===== config.mk =====
export PLATFORM = sky130hd
export DESIGN_NAME = mtsa_div
export DESIGN_NICKNAME = d
export VERILOG_FILES = /design/src/design/mtsa_div.sv
export SDC_FILE = /design/constraint.sdc
export NUM_CORES = 1
export LEC_CHECK = 0
export BUFFER_PORTS_ARGS = -buffer_cell sky130_fd_sc_hd__buf_4
export CAP_MARGIN = 20
export CORE_ASPECT_RATIO = 1.1
export CORE_MARGIN = 2
export CORE_UTILIZATION = 30
export DETAILED_ROUTE_END_ITERATION = 10
export PLACE_DENSITY = 0.46
export SLEW_MARGIN = 10
export SYNTH_ARGS = -nofsm -noshare
export SYNTH_HDL_FRONTEND = slang
export SYNTH_SLANG_ARGS = --single-unit

===== constraint.sdc =====
create_clock -name clk -period 11.5 [get_ports clk]
set_clock_uncertainty 0.2 [all_clocks]
set_input_delay 1.15 -clock clk [delete_from_list [all_inputs] [get_ports clk]]
set_output_delay 1.15 -clock clk [all_outputs]
set_load 0.005 [all_outputs]

===== src/design/mtsa_div.sv =====
// pipelined restoring divider, STEP quotient bits per stage, with sideband payload
module mtsa_div #(
	parameter int WIDTH = 20,
	parameter int STEP = 2,
	parameter int LANES = 1,
	parameter type payload_t = logic
) (
	input  logic                             clk,
	input  logic                             arst_n,
	input  logic                             en,
	input  logic                             in_valid,
	input  logic [LANES-1:0][WIDTH-1:0]      num,
	input  logic [LANES-1:0][WIDTH-1:0]      den,
	input  payload_t                         in_pay,
	output logic                             out_valid,
	output logic [LANES-1:0][WIDTH-1:0]      quo,
	output logic [LANES-1:0][WIDTH-1:0]      rem,
	output payload_t                         out_pay
);

	localparam int NSTG = WIDTH / STEP;

	logic                          vld_s [NSTG+1];
	logic [LANES-1:0][WIDTH-1:0]   num_s [NSTG+1];
	logic [LANES-1:0][WIDTH-1:0]   den_s [NSTG+1];
	logic [LANES-1:0][WIDTH-1:0]   rem_s [NSTG+1];
	logic [LANES-1:0][WIDTH-1:0]   quo_s [NSTG+1];
	payload_t                      pay_s [NSTG+1];

	assign vld_s[0] = in_valid;
	assign num_s[0] = num;
	assign den_s[0] = den;
	assign rem_s[0] = '0;
	assign quo_s[0] = '0;
	assign pay_s[0] = in_pay;

	for (genvar k = 0; k < NSTG; k++) begin : g_stage
		logic [LANES-1:0][WIDTH-1:0] num_d, rem_d, quo_d;

		always_comb begin
			logic [WIDTH:0]   t;
			logic [WIDTH-1:0] n, r, q;
			for (int l = 0; l < LANES; l++) begin
				n = num_s[k][l];
				r = rem_s[k][l];
				q = quo_s[k][l];
				for (int j = 0; j < STEP; j++) begin
					t = {r, n[WIDTH-1]};
					n = n << 1;
					if (t >= {1'b0, den_s[k][l]}) begin
						t = t - {1'b0, den_s[k][l]};
						q = {q[WIDTH-2:0], 1'b1};
					end else begin
						q = {q[WIDTH-2:0], 1'b0};
					end
					r = t[WIDTH-1:0];
				end
				num_d[l] = n;
				rem_d[l] = r;
				quo_d[l] = q;
			end
		end

		always_ff @(posedge clk or negedge arst_n) begin
			if (!arst_n) begin
				vld_s[k+1] <= 1'b0;
			end else if (en) begin
				vld_s[k+1] <= vld_s[k];
			end
		end

		always_ff @(posedge clk) begin
			if (en) begin
				num_s[k+1] <= num_d;
				den_s[k+1] <= den_s[k];
				rem_s[k+1] <= rem_d;
				quo_s[k+1] <= quo_d;
				pay_s[k+1] <= pay_s[k];
			end
		end
	end

	assign out_valid = vld_s[NSTG];
	assign quo       = quo_s[NSTG];
	assign rem       = rem_s[NSTG];
	assign out_pay   = pay_s[NSTG];

endmodule


==> flow_summary.ini <==
[floorplanning]
rows = 141
design.die.area_um2 = 138000
die_h_um = 389
initial_utilization_pct = 30.2
io_pins = 87
design.core.area_um2 = 134000
die_w_um = 354

[drt]
dr_total_vias = 28100
drt-pass1-iter-count = 5
wirelength_um = 102000
first_iter_violations = 1482
wl_per_cell_um = 17.8
via_per_inst = 4.92
postRouteAntennaNets = 0
drc_errors = 0

[layout]
syn2layout_area_growth_pct = 13.2
fillerInstances = 13600
antenna_cells = 0
nets = 4313
layout_commonest_cell = edfxtp_1
drive_gt1_share_pct = 12.5
layout_common_cells = edfxtp_1, ha_1, a21oi_1

[yosys]
ys_types = 91
syn_nets = 4202
synth-seq-cells = 600
netlist_instances = 3756
synth_ff_type = edfxtp_1
seq_area_frac_synth_pct = 44.3
yosys_warnings = 0
syn_area_per_cell_um2 = 10.8
synthArstFlopShare_pct = 1.67
synth_edf_count = 590
netlist_area_um2 = 40500

[clocking]
holdBufCountCts = 0
clock_latency_ns = 0.68
clock-sinks = 600
cts_buffers = 77
root_buffer = clkbuf_16
clockBufferDepth = 3
clkTransAtPathRegs_ns = 0.06
cts_tree = done
post_cts_resized = 0
htreeDepth = 3
cts_setup_buffers = 0

[setup_path]
worstSetupStartpointType = flip-flop
max_stage_delay_ns = 0.77
crit_slowest_cell = a21boi_2
worstPathArrival_ns = 7.37
crit_required_ns = 11.68
worstPathMaxFanout = 19
endpoint_kind = flip-flop
critPathKind = flip-flop to flip-flop
cp_cell_sequence = inv_1, ha_1, nand4_1, nor3_1, inv_1, or4_1, o2111ai_1, a21boi_2, buf_4, nor2_1, a21oi_1, ha_1, nor2b_1, o21a_1, o21ai_0, a21oi_1, a31oi_1, o211a_1, o31ai_1, and2_1, nor2b_2, buf_4, mux2_2

[global_route]
grt_use_total_pct = 14.6
grt_max_degree = 174
grt_pass1_vias = 28400
grt_remaining_overflow = 0
antenna_found_initial = 1
grt_pass1_wl_um = 159000

[place]
portBuffers = 86
dp_hpwl_um = 78500
gp_congestion = 0.838

[worst_hold_path]
hp-class = primary input to asynchronous set/reset pin

[sta]
fmax_mhz = 139
rsz0062_at_grt = no
tns_ns = 0
period_share_pct = 62.4
fin_crit_ns = 7.18
worstMarginPinSlew_ns = 0.980
slew_violations = 0
setup_viol = 0
slew-limit-headroom_pct = 33.8
hold_viol_final = 0

[job]
drv_cap = 0

[status]
status = complete, no violations
[synth_stat cells, types with 27 or more instances]
cell | instances | area (µm²)
clkbuf_1 | 28 | 105
mux2_2 | 194 | 2180
nand2b_1 | 43 | 269
nand4_1 | 44 | 275
nor2b_1 | 45 | 282
nor2_1 | 266 | 998
nand3_1 | 58 | 290
nor3_1 | 64 | 320
ha_1 | 382 | 4780
a21o_1 | 124 | 931
nand2_1 | 173 | 649
o21ai_0 | 175 | 876
edfxtp_1 | 590 | 17700
xor2_1 | 105 | 920
o21bai_1 | 40 | 300
inv_1 | 328 | 1230
a31oi_1 | 27 | 169
xnor2_1 | 201 | 1760
a21oi_1 | 345 | 1730
a211oi_1 | 35 | 263
o21a_1 | 43 | 323
[worst max-delay path, delay by kind of cell, from the launching register on]
family	cells	cell delay [ns]
AO/OA/AOI/OAI	9	2.55
AND/OR/NAND/NOR	7	1.87
buffers and inverters	4	0.84
adder cells (fa/ha/maj)	2	0.70
multiplexers	1	0.36
flip-flops	1	0.34
[per-stage QoR]
stage	instance area, µm²	std cells	hold slack, ns	utilization, %	worst slack [ns]
after floorplan	40500	3756	0.200	-	5.62
after global placement	43200	5574	0.200	32.2	4.44
after detailed placement	43300	5575	0.205	32.2	4.44
after CTS	45900	5716	0.0218	34.2	4.32
after global routing	45900	5716	0.0635	34.2	3.82
final	45900	5716	0.113	34.2	4.32
[layout make-up]
cell class	instances	area [µm²]	area share, %
tap	1787	2240	4.87
inverter	330	1240	2.70
clock buffer	90	2020	4.40
timing repair buffer	110	891	1.94
sequential	600	18000	39.2
clock inverter	51	601	1.31
multi-input combinational	2748	20900	45.6
[state kept, by name, summed over array words and instances (netlist names)]
signal,count
out_pay,1
rem_s,180
quo,20
num_s,18
out_valid,1
rem,20
pay_s,9
quo_s,90
den_s,180
g_stage.$5.n,72
vld_s,9
[worst paths after layout]
path,start,endpoint,slack [ns],depth (start not counted)
max in group asynchronous,arst_n,vld_s[6]$_DFFE_PN0P_,10.85,1
min in group clk,quo_s[64]$_DFFE_PP_,quo_s[46]$_DFFE_PP_,0.21,0
hold reg to reg,quo_s[64]$_DFFE_PP_,quo_s[46]$_DFFE_PP_,0.21,0
setup reg to reg,den_s[154]$_DFFE_PP_,rem_s[123]$_DFFE_PP_,4.32,23
setup / recovery,den_s[154]$_DFFE_PP_,rem_s[123]$_DFFE_PP_,4.32,23
hold / removal,arst_n,vld_s[3]$_DFFE_PN0P_,0.11,1
[metal layers]
metal	vias up	share of wire [%]	GRT usage, %
met4	0	3.5	6.01
met5	-	0	0
li1	14200	-	-
met2	374	51	26.3
met3	147	3.1	2.18
met1	13400	43	17.2
[kinds of logic after synthesis]
family,Yosys count,synth area share [%]
compound gates,971,15.4
xor+xnor,306,6.61
fa+ha+maj,401,12.7
buf+inv,408,4.12
flops,600,44.3
mux,251,7.07
simple gates,819,9.76
Power is left out: the tool's default activity adds up to more than one toggle a clock period on the data nets, which glitch-free logic cannot reach.
